==> src/rtl/spa_divider.sv <==
// spa_divider: restoring divider, one quotient bit per cycle, for the run means.
// No dependency on spa_pkg; standalone arithmetic.
module spa_divider #(
   parameter int NUM_BITS = 38,
   parameter int DEN_BITS = 33
) (
   input  logic                 clock,
   input  logic                 reset,
   input  logic                 start,
   input  logic [NUM_BITS-1:0]  num,
   input  logic [DEN_BITS-1:0]  den,
   output logic                 done,
   output logic [NUM_BITS-1:0]  quot
);
   localparam int CW = $clog2(NUM_BITS + 1);
   logic [NUM_BITS-1:0] q_ff, q_in;
   logic [DEN_BITS:0]   r_ff, r_in;
   logic [DEN_BITS-1:0] d_ff;
   logic [CW-1:0]       n_ff;
   logic                busy_ff;
   logic [DEN_BITS:0]   trial;

   always_comb begin
      trial = {r_ff[DEN_BITS-1:0], q_ff[NUM_BITS-1]};
      q_in  = {q_ff[NUM_BITS-2:0], 1'b0};
      r_in  = trial;
      if (trial >= {1'b0, d_ff}) begin
         r_in = trial - {1'b0, d_ff};
         q_in[0] = 1'b1;
      end
   end

   always_ff @(posedge clock) begin
      if (reset) begin
         busy_ff <= 1'b0;
         done    <= 1'b0;
      end else begin
         done <= 1'b0;
         if (start) begin
            busy_ff <= 1'b1;
            q_ff <= num;
            r_ff <= '0;
            d_ff <= den;
            n_ff <= CW'(NUM_BITS);
         end else if (busy_ff) begin
            q_ff <= q_in;
            r_ff <= r_in;
            n_ff <= n_ff - 1'b1;
            if (n_ff == CW'(1)) begin
               busy_ff <= 1'b0;
               done    <= 1'b1;
            end
         end
      end
   end

   assign quot = q_ff;
endmodule

==> config.mk <==
export PLATFORM = sky130hd
export DESIGN_NAME = spa_divider
export DESIGN_NICKNAME = d
export VERILOG_FILES = /design/src/rtl/spa_divider.sv
export SDC_FILE = /design/constraint.sdc
export NUM_CORES = 1
export LEC_CHECK = 0
export BUFFER_PORTS_ARGS = -buffer_cell sky130_fd_sc_hd__buf_2
export CAP_MARGIN = 20
export CORE_ASPECT_RATIO = 0.7
export CORE_UTILIZATION = 31
export DETAILED_ROUTE_END_ITERATION = 6
export PLACE_DENSITY = 0.52
export SYNTH_ARGS = -nofsm -noshare
export SYNTH_HDL_FRONTEND = slang
export SYNTH_SLANG_ARGS = --single-unit
export TNS_END_PERCENT = 20
==> constraint.sdc <==
create_clock -name clock -period 7.16 [get_ports clock]
set_input_delay 1.074 -clock clock [delete_from_list [all_inputs] [get_ports clock]]
set_output_delay 1.074 -clock clock [all_outputs]
set_load 0.005 [all_outputs]
# == Word-level counts from Yosys, hierarchy flattened ==
# Cells that the tools add are included.
# Widths: inputs -> output; s select.
# totals
register_bits,112
wordCells,26
output_inout_bits,39
# classes
eq_ne,1
n_addsub,2
mux,10
bitwise_logic,2
reduce_logical,4
magnitude_cmp,1
# ops
op,n
$mux 38,2
$mux 33,2
$ge 34x33->1,1
$sub 33x33->33,1
$eq 6x1->1 const B,1
$mux 6,1
$sub 6x1->6 const B,1
$mux 1,5
$reduce_and 2->1,2
$reduce_or 3->1,1
$not 1->1,2
$reduce_bool 2->1,1

# == Logic depth before layout (Yosys ltp) ==
# depth
ltp_word,4
mapped_depth,14
depth_no_buf,12

# == Least setup slack after synthesis ==
# No wires, ideal clock.
# synth_timing
kind,input to register
startpoint,in start
endpoint,"reg n_ff[0], enable pin"
required_time_ps,6646
slack_ps,1715
stages,4
arrival_ps,4931
path_cell_list,clkbuf_1 clkbuf_1 nor2_1 nor2_1
# synth_between
elab_chain_cells,2
# synth_lines
item,line_no,source
"start, declared",9,"input logic start,"
$reduce_bool 2->1 (no source line),-,
$reduce_and 2->1 (no source line),-,
"end signal, assigned",44,n_ff <= CW'(NUM_BITS);
"end signal, assigned",48,n_ff <= n_ff - 1'b1;
"end, declared",19,logic [CW-1:0] n_ff;
# No other way between the ends.
# A chain may end at the register's enable or synchronous reset.

# == Worst setup path after layout ==
# layout_timing
startpoint,"reg q_ff[37], in the netlist quot[37]"
endpoint,"reg r_ff[6], data pin"
# layout_between
elab_chain_cells,3
elab_cells_between_ends,4
# layout_lines
item,line_no,source
"start, declared",16,"logic [NUM_BITS-1:0] q_ff, q_in;"
"start signal, assigned",41,q_ff <= num;
"start signal, assigned",46,q_ff <= q_in;
$sub 33x33->33 / $ge 34x33->1 (equally long branches),"28, 27",
$mux 33 (*),27,"if (trial >= {1'b0, d_ff}) begin"
$mux 33 (*),45,end else if (busy_ff) begin
"end signal, assigned",47,r_ff <= r_in;
"end, declared",17,"logic [DEN_BITS:0] r_ff, r_in;"
# Every way passes the cells marked *; elsewhere a longest branch is shown, timed or not. The select of a mux whose other input is x is not followed.

==> results.toml <==
[route]
first_iter_violations = 278
via_count = 4799
route.detailed.drc = 0
ant_nets = 0
routed_wl_um = 15000
viasPerCell = 4.92
routedWlPerCell_um = 15.3
dr.pass1.iters = 5

[synthesis]
synth_edf_count = 110
yosysSeqAreaShare_pct = 50.2
yosys_register_bits = 112
synthFlopType = "edfxtp_1"
avgSynthCellArea_sq_um = 11.3
synth_warnings = 0
synthArstFlopShare_pct = 0
syn_area_sq_um = 6660
synthesis.nets = 700
synth_cell_types = 64
syn-instance-count = 590

[critical_path]
start_kind = "flop"
path_max_fanout = 31
crit_path_max_incr_delay_ns = 0.43
criticalPathCategory = "reg -> reg"
cp-startpoint = "quot[37]"
r2r_start = "quot[37]"
reg2reg_slack_ns = 3.61
cpMostUsedCell = "inv_1"
cp.required_ns = 7.26
worstRegToRegCells = 13
crit_path_end = "r_ff[6]"
arrival_ns = 3.65
path_buf_inv = 3
r2r_end = "r_ff[6]"
critPathSlowestCell = "edfxtp_1"
cp-end-kind = "flop"
worst-path-stages = 13
cp_top_family = "compound AO/OA/AOI/OAI gates"
path_cells = "inv_1 > ha_1 > inv_1 > fa_1 > a21o_1 > a311o_1 > o2111ai_1 > nand3_2 > a31oi_4 > o21bai_4 > buf_4 > mux2i_1 > nor2_1"

[global_route]
grt_remaining_overflow = 0
grt_start_max_net_pins = 45
first_global_vias = 4769
grt_usage_pct = 14.1
grt_pass1_wl_um = 24400
antenna_found_initial = 0

[timing]
setup_violations = 0
tightest_slew_ns = 0.843
layout_min_cycle_time_ns = 3.55
maxSlewViolCount = 0
fmax_ghz = 0.282
rsz0062_at_grt = "false"
maxSlewHeadroom_pct = 43.8
hold_violations = 0
finalSetupTns_ns = 0
fin_skew_ns = 0.00827
min_period_over_period_pct = 49.5

[placement]
portBuffers = 112
gp_congestion = 0.855
hpwl_um = 10800
placed_cells_incl_taps = 959

[die]
rows = 44
initial_utilization_pct = 31.8
die_x_um = 177
core_region_area_sq_um = 20900
dieArea_sq_um = 22100
num_io_pins = 113
die_h_um = 125

[cts]
cts-root-buf = "clkbuf_16"
cts_buffer_depth = 2
clock_sinks = 112
cts.reportedPaths.clkPinSlew_ns = 0.07
tritoncts = "yes"
h-tree-depth = 3
postCtsHoldBufs = 0
post_cts_resized = 0
cts_setup_buffers = 0
numCtsBuffers = 9
clock_latency_ns = 0.37

[cells_and_area]
area_growth_pct = 17.1
drive_gt1_share_pct = 28.3
final_cell_mix = "112 x buf_2, 110 x edfxtp_1, 57 x nor2_1"
final_common_cell = "buf_2"
post_layout_nonfiller_instances = 976
diodes = 0
finalNetCount = 805
utilization_pct = 37.3

[run_status]
status = "completed"

[pwr]
power.leakage_nw = 3.16
finalPower_w = 0.00186
power_density_nw_per_um2 = 238
ir_drop_mv = 0.119

[run]
maxCapViolCount = 0

[min_path]
holdCritPathClass = "reg -> reg"
## power by group
part	switching, W	leakage (nW)	internal (W)	total (W)
Sequential	0.0000269	1.07	0.000790	0.000817
Clock	0.000250	0.144	0.000277	0.000526
Combinational	0.000298	1.95	0.000214	0.000512
Total	0.000575	3.16	0.00128	0.00186
## state kept, by name, indices dropped and copies added (netlist names)
register	cells
quot	38
busy_ff	1
n_ff	6
done	1
d_ff	33
r_ff	33
## how the worst min path moves through the flow
stage	startpoint	endpoint	slack, ns	cells past startpoint
after floorplan	busy_ff	done	0.46	1
after global placement	busy_ff	done	0.49	1
after detailed placement	busy_ff	done	0.48	1
after CTS	busy_ff	done	0.49	1
after global routing	busy_ff	done	0.51	1
final	busy_ff	done	0.49	1
## cell type report
type	instances	area [sq um]
multi-input combinational	401	3000
tap	276	345
sequential	112	3340
clock buffer	11	233
fill	2131	13100
inverter	54	203
timing repair buffer	117	618
clock inverter	5	65.1
## worst reg2reg max path, delay by kind of cell (launching register included)
| family | cells | cell delay [ns] |
|---|---|---|
| multiplexers | 1 | 0.24 |
| adder cells (fa/ha/maj) | 2 | 0.58 |
| AO/OA/AOI/OAI | 5 | 1.31 |
| flip-flops | 1 | 0.43 |
| AND/OR/NAND/NOR | 2 | 0.24 |
| buffers and inverters | 3 | 0.49 |
## routing by layer
layer | track usage (%) | vias to the layer above | wire [um]
met5 | 0 | - | 0
met4 | 3.55 | 0 | 160
met3 | 4.21 | 15 | 935
met2 | 20.3 | 138 | 6270
met1 | 20.3 | 2257 | 7600
li1 | - | 2389 | -
## stage by stage
step           worst slack, ns  cell area (sq um)  hold slack [ns]
3_3_place_gp              3.46               7480            0.490
6_report                  3.61               7800            0.493
5_1_grt                   3.33               7800            0.513
3_5_place_dp              3.36               7480            0.479
2_1_floorplan             1.72               6660            0.460
4_1_cts                   3.59               7770            0.495
## cell usage after synthesis, types with 4 or more instances
| cell | count | area, sq um |
|---|---|---|
| edfxtp_1 | 110 | 3300 |
| nor2_1 | 58 | 218 |
| inv_1 | 54 | 203 |
| a21oi_1 | 44 | 220 |
| mux2_2 | 38 | 428 |
| ha_1 | 35 | 438 |
| nand2_1 | 26 | 97.6 |
| o21ai_0 | 19 | 95.1 |
| xnor2_1 | 18 | 158 |
| mux2i_1 | 17 | 170 |
| clkbuf_1 | 16 | 60.1 |
| nand3_1 | 12 | 60.1 |
| nor3_1 | 12 | 60.1 |
| nand4_1 | 10 | 62.6 |
| a211oi_2 | 9 | 113 |
| xor2_1 | 9 | 78.8 |
| a21o_1 | 8 | 60.1 |
| nand2b_1 | 7 | 43.8 |
| nor2_2 | 6 | 37.5 |
| o2111ai_1 | 6 | 52.6 |
| o21bai_1 | 6 | 45.0 |
| a211oi_1 | 5 | 37.5 |
| o21a_1 | 5 | 37.5 |
| or3_1 | 4 | 25.0 |
## logic make-up (layout without fill, tap and decap cells)
kind of cell | count (synthesis) | in the layout | synth area share [%]
AOI/OAI and AO/OA | 131 | 131 | 14.0
xor gates and xnor gates | 27 | 27 | 3.55
adders and majority gates | 36 | 36 | 6.87
buffers and inverters | 77 | 187 | 5.20
DFF | 112 | 112 | 50.2
muxes | 55 | 55 | 8.98
and+or+nand+nor | 152 | 152 | 11.2
Note: power is estimated with default switching activity, not from simulation.
