==> src/rtl/spa_pkg.sv <==
// spa_pkg: types, constants and CORDIC angle table for the scattering phase average core.
// No dependencies; used by every other file in rtl/ except spa_divider.
package spa_pkg;

   localparam int COUNT_BITS_DEF    = 20;
   localparam int CORDIC_STAGES_DEF = 16;

   localparam logic signed [42:0] PH_TWO_PI   = 43'sd105414357;
   localparam logic signed [42:0] PH_PI       = 43'sd52707179;
   localparam logic signed [42:0] PH_HALF_PI  = 43'sd26353589;
   localparam logic signed [33:0] CORDIC_GAIN = 34'sd652032874;

   typedef struct packed {
      logic signed [23:0] start_x;
      logic signed [23:0] start_y;
      logic signed [23:0] start_z;
      logic signed [23:0] end_x;
      logic signed [23:0] end_y;
      logic signed [23:0] end_z;
      logic signed [15:0] wave_x;
      logic signed [15:0] wave_y;
      logic signed [15:0] wave_z;
      logic               last;
   } req_type;

   typedef struct packed {
      logic signed [15:0] mean_real;
      logic signed [15:0] mean_imag;
      logic [20:0]        item_count;
      logic               overflow;
   } rsp_type;

   // Data handed from one CORDIC cell to the next.
   typedef struct packed {
      logic               vld;
      logic               last;
      logic               neg;
      logic signed [33:0] x;
      logic signed [33:0] y;
      logic signed [27:0] z;
   } cell_type;

   function automatic logic signed [27:0] atan_q24(input logic [4:0] idx);
      case (idx)
         5'd0:  atan_q24 = 28'sd13176795;
         5'd1:  atan_q24 = 28'sd7778716;
         5'd2:  atan_q24 = 28'sd4110060;
         5'd3:  atan_q24 = 28'sd2086331;
         5'd4:  atan_q24 = 28'sd1047214;
         5'd5:  atan_q24 = 28'sd524117;
         5'd6:  atan_q24 = 28'sd262123;
         5'd7:  atan_q24 = 28'sd131069;
         5'd8:  atan_q24 = 28'sd65536;
         5'd9:  atan_q24 = 28'sd32768;
         5'd10: atan_q24 = 28'sd16384;
         5'd11: atan_q24 = 28'sd8192;
         5'd12: atan_q24 = 28'sd4096;
         5'd13: atan_q24 = 28'sd2048;
         5'd14: atan_q24 = 28'sd1024;
         5'd15: atan_q24 = 28'sd512;
         5'd16: atan_q24 = 28'sd256;
         5'd17: atan_q24 = 28'sd128;
         5'd18: atan_q24 = 28'sd64;
         5'd19: atan_q24 = 28'sd32;
         5'd20: atan_q24 = 28'sd16;
         5'd21: atan_q24 = 28'sd8;
         5'd22: atan_q24 = 28'sd4;
         5'd23: atan_q24 = 28'sd2;
         default: atan_q24 = 28'sd0;
      endcase
   endfunction

endpackage

==> src/rtl/spa_cell.sv <==
// spa_cell: one CORDIC rotation cell with fixed shift STAGE.
// Depends on spa_pkg.
module spa_cell #(
   parameter int STAGE = 0
) (
   input  logic               clock,
   input  logic               reset,
   input  logic               adv,
   input  spa_pkg::cell_type  cin,
   output spa_pkg::cell_type  cout
);
   spa_pkg::cell_type cell_ff, cell_in;
   logic signed [33:0] xs, ys;

   always_comb begin
      xs = cin.x >>> STAGE;
      ys = cin.y >>> STAGE;
      cell_in = cin;
      if (cin.z >= 0) begin
         cell_in.x = cin.x - ys;
         cell_in.y = cin.y + xs;
         cell_in.z = cin.z - spa_pkg::atan_q24(5'(STAGE));
      end else begin
         cell_in.x = cin.x + ys;
         cell_in.y = cin.y - xs;
         cell_in.z = cin.z + spa_pkg::atan_q24(5'(STAGE));
      end
   end

   always_ff @(posedge clock) begin
      if (reset) begin
         cell_ff.vld <= 1'b0;
      end else if (adv) begin
         cell_ff <= cell_in;
      end
   end

   assign cout = cell_ff;
endmodule

==> config.mk <==
export PLATFORM = sky130hd
export DESIGN_NAME = spa_cell
export DESIGN_NICKNAME = d
export VERILOG_FILES = /design/src/rtl/spa_pkg.sv /design/src/rtl/spa_cell.sv
export SDC_FILE = /design/constraint.sdc
export NUM_CORES = 1
export LEC_CHECK = 0
export BUFFER_PORTS_ARGS = -buffer_cell sky130_fd_sc_hd__buf_2
export CAP_MARGIN = 5
export CORE_AREA = 2 2 164 166
export CTS_BUF_LIST = sky130_fd_sc_hd__clkbuf_4 sky130_fd_sc_hd__clkbuf_8
export DETAILED_ROUTE_END_ITERATION = 12
export DIE_AREA = 0 0 166 168
export PLACE_DENSITY_LB_ADDON = 0.25
export SYNTH_ARGS = -nofsm -noshare
export SYNTH_HDL_FRONTEND = slang
export SYNTH_SLANG_ARGS = --single-unit
==> constraint.sdc <==
create_clock -name clock -period 14.9 [get_ports clock]
set_input_delay 1.49 -clock clock [delete_from_list [all_inputs] [get_ports clock]]
set_output_delay 1.49 -clock clock [all_outputs]
set_load 0.03 [all_outputs]
## Yosys cells after proc, flatten, opt, wreduce, memory -nomap -nowiden

Cells that the tools add are included.

- Register bits after elaboration: 99
- Word-level logic and storage cells: 15
- Output and inout bits: 99
- Input port bits: 102

- Add/sub/neg operators: 5
- Multiplexer cells: 1
- Reductions and logical operators: 1
- $lt $le $gt $ge: 1
- Bitwise gates (word level): 1

Operator list:

| kind | count |
|---|---|
| two-way mux 96 bit | 1 |
| subtractor 34 bit | 2 |
| adder 34 bit | 1 |
| adder 28 x 25 -> 28 bit (second input constant) | 1 |
| >= comparator 28 x 1 -> 1 bit (second input constant) | 1 |
| subtractor 28 x 25 -> 28 bit (second input constant) | 1 |
| AND reduction 2 bit | 1 |
| inverter 1 bit | 1 |

## Longest topological paths before layout

Gate-level depths: netlist of run 1.

- Depth in word-level cells: 2
- Depth in mapped cells: 18
- Gate-level depth less buffers: 16

## Worst setup path after synthesis of run 1

Ideal clock, no wire load.

- Kind: input-to-reg
- From: input port reset
- To: register cell_ff (netlist bit cout[0]) (enable)
- Buffers on the path: 0
- Required time: 14.333 ns
- Slack: 8.528 ns
- Stages on the path: 1
- Arrival time: 5.805 ns
- Setup time: 0.567 ns
- Path through: nor2b_1

- Longest elaborated chain between the ends: 2

Ends and longest elaborated chain:

| what | RTL line | text |
|---|---|---|
| start, declared | spa_cell.sv:7 | `input logic reset,` |
| inverter 1 bit (no line) | n/a |  |
| AND reduction 2 bit (no line) | n/a |  |
| end signal, assigned | spa_cell.sv:34 | `cell_ff <= cell_in;` |
| end, declared | spa_cell.sv:12 | `spa_pkg::cell_type cell_ff, cell_in;` |

Every way passes these cells.
A chain may end at the register's enable or synchronous reset.

==> summary.md, run 1 <==
| Metric | Value |
|---|---|
| Worst Hold Class | reg -> reg |
| Clock buffer depth | 2 |
| Synth top area cells | edfxtp_1 28%, ha_1 15%, a21oi_1 6.3% |
| WL/cell | 18.0 um |
| Crit Path Category | in -> reg |
| 1st-iter DRT viols | 747 |
| Number of flip-flops in the largest register | 98 |
| Yosys Warn Count | 0 |
| Num rows | 60 |
| Clk_lat worst skew | 390 ps |
| Clk sink count | 98 |
| Hpwl dp | 24,000 um |
| Postcts setup bufs | 0 |
| CP max stage cell | ha_1 |
| Placed instance area | 11,500 sq um |
| Final setup fails | 0 |
| Clock Skews | 0 ps |
| Top Ports | 201 |
| Post-synth top area share | 28.3% |
| Slew HR | 37.7% |
| Root buf cell | clkbuf_8 |
| H-tree depth | 3 |
| Initial Util | 39.1% |
| Diodes inserted | 0 |
| Largest net degree at the start of global routing | 69 |
| Post-synthesis sequential area ratio | 28.5% |
| Leak | 5.19 nW |
| Area leader, netlist | edfxtp_1 |
| Status | complete, no violations |
| Crit. End Element | flop |
| Clock network power share | 18.5% |
| Critical Path Max Stage Delay | 470 ps |
| Final instance area | 11,700 sq um |
| Final Util | 44.4% |
| Initial DRT Pass Iterations | 5 |
| F_max | 175 MHz |
| CTS resizes | 0 |
| Antenna viol nets, final | 0 |
| Initial antenna violation count | 0 |
| Grt ovf | 0 |
| Power, Total | 0.985 mW |
| Via count | 9,573 |
| Critical Path Start Type | primary input |
| Core footprint | 26,400 sq um |
| Net switching power | 0.416 mW |
| Chip height | 168 um |
| First-pass GRT wire length | 48,300 um |
| Die Span X | 166 um |
| Worst path cell trace | buf_2 -> inv_1 -> ha_1 -> nor4b_1 -> nand4_1 -> o21ai_4 -> buf_4 -> inv_2 -> buf_4 -> ha_1 -> and2_1 -> a311oi_1 -> a22oi_1 -> a31oi_1 -> o31ai_1 -> a211o_1 -> a31oi_1 -> o31ai_1 -> xor2_1 |
| Post-synth top flop | edfxtp_1 |
| Async set-reset flop share out of synthesis | 0% |
| Hold Vio Cnt, Final | 0 |
| Gate power share | 45.3% |
| Final net count | 1,588 |
| Clock transition at the registers of the reported paths | 110 ps |
| VDD IR max | 0.0425 mV |
| Final Max Tran Viols | 0 |
| Mapped Area | 10,300 sq um |
| Number of fill cells | 2,690 |
| PortBufs | 200 |
| Syn nets | 1,422 |
| Yosys cell types | 91 |
| Flop pwr share | 36.2% |
| Layout cell share with drive strength beyond 1 | 19.0% |
| Avg Cell Area, Syn | 8.65 sq um |
| CP required | 15,050 ps |
| Inserted Clock Buffers | 9 |
| CP max FO | 68 |
| Pwr per Cell Area | 84.1 nW/um^2 |
| Fin Setup TNS | 0 ps |
| Number of synthesized flops with an enable pin | 97 |
| Part of the cycle the worst path needs | 38.4% |
| CTS tree | built |
| GR Util All Layers | 21.4% |
| Cells after Synth | 1,190 |
| Vias in the first global route | 9,117 |
| Die area | 27,900 sq um |
| Final Critical Period | 5720 ps |
| Area growth, synth to finish | 13.8% |
| Gpl congestion | 0.960 |
| Critical Path AT | 5870 ps |
| # DRC | 0 |
| Via density | 5.62 |
| Final wirelength | 30,600 um |
| RSZ-0062 raised after global routing | no |
| # hold bufs at CTS | 0 |
| Maxcap violations | 0 |
| Flop and latch count out of synthesis | 98 |
| Switch share | 42.2% |
| Least-Margin Pin Slew | 929 ps |
| Cell-internal power | 0.569 mW |
-- stage by stage --
stage          worst slack [ps]  hold slack, ps  instances
2_1_floorplan              8530             630       1190
3_3_place_gp               8910             474       1686
3_5_place_dp               8740             493       1686
4_1_cts                    9190             523       1702
5_1_grt                    8940             576       1702
6_report                   9180             510       1702
-- routing by layer --
metal	up-vias	wire length, um	part of all wire, %	global-route usage (%)
li1	4631	-	-	-
met1	4528	14000	46	29.0
met2	373	14100	46	35.3
met3	41	1960	6.4	3.55
met4	0	595	1.9	6.09
met5	-	0	0	0
-- cell families after synthesis --
group           Yosys count  synth area share [%]
compound gates          389                  24.9
simple gates            315                  15.3
flops                    98                  28.5
mux                      13                  1.26
xor+xnor                 90                  7.66
buf+inv                 155                  6.27
fa+ha+maj               130                  16.1
-- power groups by stage --
stage	clock (mW)	sequential, mW	combinational (mW)
finish	0.182	0.357	0.446
global route	0.198	0.360	0.485
CTS	0.190	0.358	0.444
detailed placement	0	0.363	0.441
global placement	0	0.363	0.440
floorplan	0	0.428	0.257
-- cell type report --
class                      instances  area [sq um]  area share, %
multi-input combinational        937          6740           57.5
sequential                        98          2930           25.0
timing repair buffer             205          1040           8.87
tap                              341           427           3.64
inverter                         105           394           3.37
clock buffer                       9           124           1.06
clock inverter                     7          61.3          0.523
-- path summary, 6_finish.rpt --
path,startpoint,end,slack (ps),cells past startpoint
worst max register to register,cout[98],cout[98],14310,2
worst max-delay path,cin[27],cout[27],9180,19
worst min-delay path,cout[98],cout[98],510,2
worst min register to register,cout[98],cout[98],510,2
-- cell usage after synthesis, drive strengths merged, types with 15 or more instances --
| master | number |
|---|---|
| a21oi | 132 |
| ha | 126 |
| nor2 | 105 |
| inv | 103 |
| edfxtp | 97 |
| o21ai | 80 |
| nand2 | 70 |
| xnor2 | 63 |
| a21o | 34 |
| buf | 28 |
| xor2 | 27 |
| nor3 | 25 |
| clkbuf | 22 |
| nor2b | 20 |
| nand3 | 19 |
| o21bai | 17 |
| o21a | 15 |
-- critical path, delay by kind of cell --
family                   cells  cell delay [ps]
AO/OA/AOI/OAI                8             1900
buffers and inverters        5             1000
adder cells (fa/ha/maj)      2              620
AND/OR/NAND/NOR              3              660
XOR/XNOR                     1              160
-- cells in the final DEF, fill, tap and decap left out, drive strengths merged, types with 15 or more instances in the layout --
cell type | netlist | layout
buf | 28 | 205
a21oi | 132 | 132
ha | 126 | 126
inv | 103 | 106
nor2 | 105 | 105
edfxtp | 97 | 97
o21ai | 80 | 80
nand2 | 70 | 70
xnor2 | 63 | 63
a21o | 34 | 34
xor2 | 27 | 27
nor3 | 25 | 25
nor2b | 20 | 20
nand3 | 19 | 19
o21bai | 17 | 17
o21a | 15 | 15
No activity file was read; power rests on OpenSTA's default activity.
==> run 2: changes to the inputs <==
Clock period 14.9 ns to 5.35 ns, I/O delays scaled along.
==> run 2 against run 1 <==
Against the previous run:
- worst hold slack worse by 200 ps
- first-iteration DRC count shrank 14%
- clock skew stayed put
- power rose to 2.8 times the previous value
- count of clock-buffer cells in the layout did not move
- non-clock buffer count is 1 higher
- via count shrank 1.6%
- clock power rose to 2.7 times the previous value
==> summary.md, run 2 (synthesis gave the netlist of run 1 again) <==
| Metric | Value |
|---|---|
| Status | complete, no violations |
| Initial DRT Pass Iterations | 5 (unchanged) |
| Die Span X | 166 um (unchanged) |
| Min setup slack post-route | 1220 ps (-7960 ps) |
| WL/cell | 17.9 um (-0.36%) |
| Critical Path Max Stage Delay | 410 ps (-60 ps) |
| Slew HR | 46.7% (+9.0 points) |
| Post-Layout Cell Count | 1,703 (+0.059%) |
| Clock Skews | 0 ps (unchanged) |
| Clock transition at the registers of the reported paths | 110 ps (about the same) |
| RSZ-0062 raised after global routing | no |
| Grt ovf | 0 (unchanged) |
| # DRC | 0 (unchanged) |
| Clock buffer depth | 2 (unchanged) |
| Number of flip-flops in the largest register | 98 (unchanged) |
| Via density | 5.53 (-1.6%) |
| Worst r2r src | cout[98] |
| Critical path buffers and inverters | 3 (-2) |
| # hold bufs at CTS | 0 (unchanged) |
| CTS tree | built |
| Initial antenna violation count | 0 (unchanged) |
| Die area | 27,900 sq um (unchanged) |
| Top delay family on crit path | compound AO/OA/AOI/OAI gates |
| Dpl cells | 1,687 (+0.059%) |
| Worst Hold Endpoint | cout[96] |
| Worst Hold Class | in -> reg |
| 1st-iter DRT viols | 644 (-14%) |
| WHS Path Cells | 1 (-1) |
| Critical Path AT | 4280 ps (-1590 ps) |
| Placed instance area | 11,500 sq um (about the same) |
| CTS resizes | 0 (unchanged) |
| Pre-CTS setup slack | 791 ps (-7950 ps) |
| F_max | 242 MHz |
| Vias in the first global route | 9,115 (-0.022%) |
| Crit. End Element | flop |
| Critical R2R Capture | cout[98] |
| Hold Vio Cnt, Final | 0 (unchanged) |
| Leak | 5.20 nW (+0.18%) |
| Final wirelength | 30,500 um (-0.30%) |
| Initial Util | 39.1% (unchanged) |
| Final Max Tran Viols | 0 (unchanged) |
| GR Util All Layers | 21.5% (+0.10 points) |
| Hold Crit Start | cin[96] |
| VDD IR max | 0.120 mV (+180%) |
| Worst path cell trace | buf_2 -> inv_1 -> ha_1 -> nor4b_1 -> nand4_1 -> o21ai_4 -> buf_4 -> ha_1 -> a311oi_1 -> a22oi_1 -> a31oi_1 -> o31ai_1 -> a211o_1 -> a31oi_1 -> o31ai_1 -> xor2_1 |
| Pwr per Cell Area | 233 nW/um^2 (+180%) |
| Critical Path Start Type | primary input |
| Fin Setup TNS | 0 ps (unchanged) |
| Antenna viol nets, final | 0 (unchanged) |
| Clk sink count | 98 (unchanged) |
| Crit Path Category | in -> reg |
| Worst r2r path cells | 2 (unchanged) |
| H-tree depth | 3 (unchanged) |
| Hpwl dp | 24,200 um (+0.94%) |
| Worst hold slack | 306 ps (-204 ps) |
| Core footprint | 26,400 sq um (unchanged) |
| PortBufs | 200 (unchanged) |
| Clk_lat worst skew | 390 ps (about the same) |
| Maxcap violations | 0 (unchanged) |
| Via count | 9,423 (-1.6%) |
| Final Critical Period | 4130 ps |
| CP max stage cell | a311oi_1 |
| Largest net degree at the start of global routing | 60 (-13%) |
| Inserted Clock Buffers | 9 (unchanged) |
| Postcts setup bufs | 0 (unchanged) |
| Final instance area | 11,700 sq um (about the same) |
| Least-Margin Pin Slew | 794 ps (-134 ps) |
| Most frequent cells in the layout | 200 x buf_2, 130 x a21oi_1, 126 x ha_1 |
| Final net count | 1,589 (+0.063%) |
| Diodes inserted | 0 (unchanged) |
| Layout cell share with drive strength beyond 1 | 19.0% (+0.060 points) |
| Top Ports | 201 (unchanged) |
| Part of the cycle the worst path needs | 77.1% |
| First-pass GRT wire length | 48,200 um (-0.21%) |
| CP required | 5510 ps (-9540 ps) |
| Reg-to-reg slack, setup | 4750 ps (-9560 ps) |
| Area growth, synth to finish | 13.8% (about the same) |
| Num rows | 60 (unchanged) |
| Final setup fails | 0 (unchanged) |
| Root buf cell | clkbuf_8 |
| Chip height | 168 um (unchanged) |
| CP max FO | 38 (-44%) |
| Most common cell after layout, fill and taps aside | buf_2 |
| Gpl congestion | 0.934 (-2.7%) |
-- run 2: final cells by class --
| type | instances | area [sq um] |
|---|---|---|
| clock inverter | 7 | 58.8 |
| fill | 2635 | 14600 |
| clock buffer | 9 | 124 |
| timing repair buffer | 206 | 1050 |
| tap | 341 | 427 |
| sequential | 98 | 2930 |
| multi-input combinational | 937 | 6740 |
| inverter | 105 | 394 |
-- run 2: layer usage --
layer	track usage, %	share of wire [%]
met1	29.1	46
met3	3.43	5.9
met5	0	0
met4	5.48	1.6
met2	35.9	47
-- run 2: power breakdown --
group,leakage [nW],switching [mW],internal [mW]
clock,0.0925,0.320,0.178
sequential,0.919,0.0201,0.974
combinational,4.19,0.809,0.433
total,5.20,1.15,1.59
-- run 2: how the worst max path moves through the flow --
stage | from | end | slack (ps) | cells after the start
finish | cin[27] | cout[27] | 1220 | 16
floorplan | cin[27] | cout[27] | 870 | 18
CTS | cin[27] | cout[27] | 1240 | 16
global route | cin[27] | cout[27] | 980 | 16
detailed placement | cin[27] | cout[27] | 790 | 16
global placement | cin[27] | cout[27] | 930 | 16
-- run 2: stage by stage --
step                      util (%)  total power [mW]
after floorplan                  -              1.90
after global placement        43.8              2.24
after detailed placement      43.8              2.24
after CTS                     44.5              2.75
after global routing          44.5              2.90
final                         44.5              2.73
==> run 3: changes to the inputs <==
Settings changed: ABC_AREA set to 1, CORE_AREA 2 2 164 166 to 2 2 177 179, DIE_AREA 0 0 166 168 to 0 0 179 181.
Clock period 5.35 ns to 3.6 ns, I/O delays scaled along.
==> run 3 against run 2 <==
Against the previous run:
- clock power grew 62%
- core utilization grew 0.11 points
- global-route usage grew 5.3 points
- final area grew 15%
- sequential share of layout area shrank 3.4 points
- routed wire length grew 43%
- count of clock-buffer cells in the layout is the same
- via count grew 36%
- die area grew 16%
- combinational power grew 69%
- critical endpoint is now cout[21]
- highest routed layer unchanged
==> summary.md, run 3 <==
| Metric | Value |
|---|---|
| Post-synthesis sequential area ratio | 24.4% (-4.1 points) |
| Most common cell after layout, fill and taps aside | nand2_1 |
| Syn nets | 2,082 (+46%) |
| Yosys cell types | 46 (-49%) |
| Area leader, netlist | edfxtp_1 |
| Placed instance area | 13,300 sq um (+16%) |
| # hold bufs at CTS | 0 (unchanged) |
| Cells after Synth | 1,850 (+55%) |
| Flop and latch count out of synthesis | 98 (unchanged) |
| Max layer used | met4 |
| Root buf cell | clkbuf_8 |
| Met2 WL post-DR | 20,900 um (+47%) |
| Via density | 5.26 (-5.0%) |
| # DRC | 0 (unchanged) |
| CTS tree | built |
| Sequential cell area | 2930 sq um (unchanged) |
| RSZ-0062 raised after global routing | no |
| Num rows | 64 (+6.7%) |
| Clock buffer depth | 2 (unchanged) |
| Final wirelength | 43,700 um (+43%) |
| Final setup fails | 0 (unchanged) |
| Reg-to-reg slack, setup | 3040 ps (-1710 ps) |
| Final instance area | 13,500 sq um (+15%) |
| Worst r2r src | cout[98] |
| GR Util All Layers | 26.8% (+5.3 points) |
| Synth top cells by count | 513 x nand2_1, 275 x inv_1, 177 x nor2_1, 170 x nand3_1, 154 x a21oi_1 |
| F_max | 331 MHz |
| Crit. End Element | flop |
| Async set-reset flop share out of synthesis | 0% (unchanged) |
| Number of flip-flops in the largest register | 98 (unchanged) |
| Critical Path Start Type | primary input |
| Clock Skews | 0 ps (unchanged) |
| Multi-input logic area | 7760 sq um (+15%) |
| Worst r2r path cells | 2 (unchanged) |
| Postcts setup bufs | 0 (unchanged) |
| Hold Crit Start | cin[97] |
| Routed met3 length | 2540 um (+42%) |
| Core footprint | 30,300 sq um (+15%) |
| Clock transition at the registers of the reported paths | 120 ps (about the same) |
| Top Ports | 201 (unchanged) |
| First-pass GRT wire length | 66,100 um (+37%) |
| Area growth, synth to finish | 12.6% |
| WL/cell | 18.0 um (+0.27%) |
| Initial DRT Pass Iterations | 8 (+3) |
| 1st-iter DRT viols | 972 (+51%) |
| CTS resizes | 0 (unchanged) |
| H-tree depth | 3 (unchanged) |
| CP max FO | 14 (-63%) |
| Synth top area cells | edfxtp_1 24%, nand2_1 16%, ha_1 13% |
| Diodes inserted | 0 (unchanged) |
| Die area | 32,400 sq um (+16%) |
| M1 WL | 18,800 um (+34%) |
| Hpwl dp | 36,700 um (+52%) |
| Antenna viol nets, final | 0 (unchanged) |
| Part of the cycle the worst path needs | 84.0% |
| Grt ovf | 0 (unchanged) |
| Least-Margin Pin Slew | 846 ps (+51.1 ps) |
| VDD IR max | 0.173 mV (+44%) |
| Die Span X | 179 um (+7.8%) |
| Initial antenna violation count | 1 (+1) |
| PortBufs | 200 (unchanged) |
| Most frequent cell after synthesis | nand2_1 |
| Mapped Area | 12,000 sq um (+17%) |
| Final net count | 2,263 (+42%) |
| Vias in the first global route | 12,500 (+37%) |
| Slew HR | 43.6% (-3.0 points) |
| Pwr per Cell Area | 322 nW/um^2 (+38%) |
| Leak | 6.91 nW (+33%) |
| Critical R2R Capture | cout[98] |
| Clk_lat worst skew | 440 ps (+50 ps) |
| Status | complete, no violations |
| Worst Hold Endpoint | cout[97] |
| CP required | 3800 ps (-1710 ps) |
| Most frequent cells in the layout | 513 x nand2_1, 275 x inv_1, 200 x buf_2 |
| Number of fill cells | 3,315 (+26%) |
| Gpl congestion | 0.976 (+4.6%) |
| Number of synthesized flops with an enable pin | 97 (unchanged) |
| Via count | 12,800 (+36%) |
| Post-synth top flop | edfxtp_1 |
| Final Critical Period | 3020 ps |
| Crit Path Category | in -> reg |
| Yosys Warn Count | 0 (unchanged) |
| WHS Path Cells | 1 (unchanged) |
| Post-synth top area share | 24.2% (-4.1 points) |
| Layout cell share with drive strength beyond 1 | 12.8% (-6.2 points) |
| Clk sink count | 98 (unchanged) |
| Initial Util | 39.6% (+0.53 points) |
| Worst Hold Class | in -> reg |
| Hold Vio Cnt, Final | 0 (unchanged) |
| Fin Setup TNS | 0 ps (unchanged) |
| Chip height | 181 um (+7.7%) |
| Avg Cell Area, Syn | 6.50 sq um (-25%) |
| Inserted Clock Buffers | 9 (unchanged) |
| Maxcap violations | 0 (unchanged) |
| Critical Path AT | 3220 ps (-1060 ps) |
| Final Max Tran Viols | 0 (unchanged) |
| Largest net degree at the start of global routing | 98 (+63%) |
-- run 3: cell types whose count changed after synthesis, moves of 20 or more --
cell,before,now
nand3_1,18,170
a21o_1,34,5
xnor2_1,63,10
o21ai_0,75,111
a21oi_1,130,154
clkbuf_1,22,1
nor2b_1,20,0
nand2_1,69,513
inv_1,102,275
nor2_1,103,177
-- run 3: logic make-up after synthesis --
family	share of synthesized area (%)
and+or+nand+nor	32.7
DFF	24.4
AOI/OAI and AO/OA	13.9
adders and majority gates	13.8
xor gates and xnor gates	3.94
muxes	0.167
buffers and inverters	11.1
-- run 3: worst max-delay path by stage --
stage          startpoint       end  slack (ps)  cells after the start
2_1_floorplan         adv   cout[0]         260                      2
3_3_place_gp       cin[0]  cout[21]         240                     15
3_5_place_dp       cin[0]  cout[21]         210                     15
4_1_cts            cin[0]  cout[17]         700                     15
5_1_grt            cin[0]  cout[17]         340                     15
6_report          cin[27]  cout[21]         580                     16
-- run 3: worst max-delay path: stages --
cell,delay (ps)
buf_2,120
inv_1,90
ha_1,160
nand3b_1,80
nor2_1,110
nand3_1,160
nand2_4,170
inv_2,150
ha_1,400
nand2_1,170
nor2_1,250
inv_1,80
nor3_1,410
nand3_1,270
nand3_1,160
xor2_1,70
-- run 3: cell type report --
cell class	count	share of cell area, %
clock buffers	9	0.916
clock inverters	7	0.564
inverters	280	7.77
multi-input cells	1432	57.4
flip-flops and latches	98	21.7
well taps	396	3.66
repair buffers	210	8.05
-- run 3: stage by stage --
step | power (mW) | hold slack [ps] | std cells | setup WS (ps) | util [%]
after global placement | 3.54 | 444 | 2416 | 238 | 43.9
after CTS | 4.36 | 69.9 | 2432 | 700 | 44.6
after detailed placement | 3.54 | 451 | 2416 | 212 | 43.9
after floorplan | 2.91 | 429 | 1850 | 256 | -
final | 4.35 | 99.3 | 2432 | 577 | 44.6
after global routing | 4.63 | 77.4 | 2432 | 335 | 44.6
-- run 3: power breakdown --
part	leakage (nW)	total [mW]	internal, mW	switching, mW
logic	5.89	2.09	0.617	1.47
clock network	0.103	0.808	0.278	0.530
registers	0.914	1.46	1.42	0.0352
-- run 3: layer usage --
metal | vias to the layer above | GRT usage [%]
met3 | 71 | 3.01
met2 | 435 | 46.7
met5 | - | 0
met4 | 0 | 9.92
met1 | 5903 | 33.7
li1 | 6373 | -
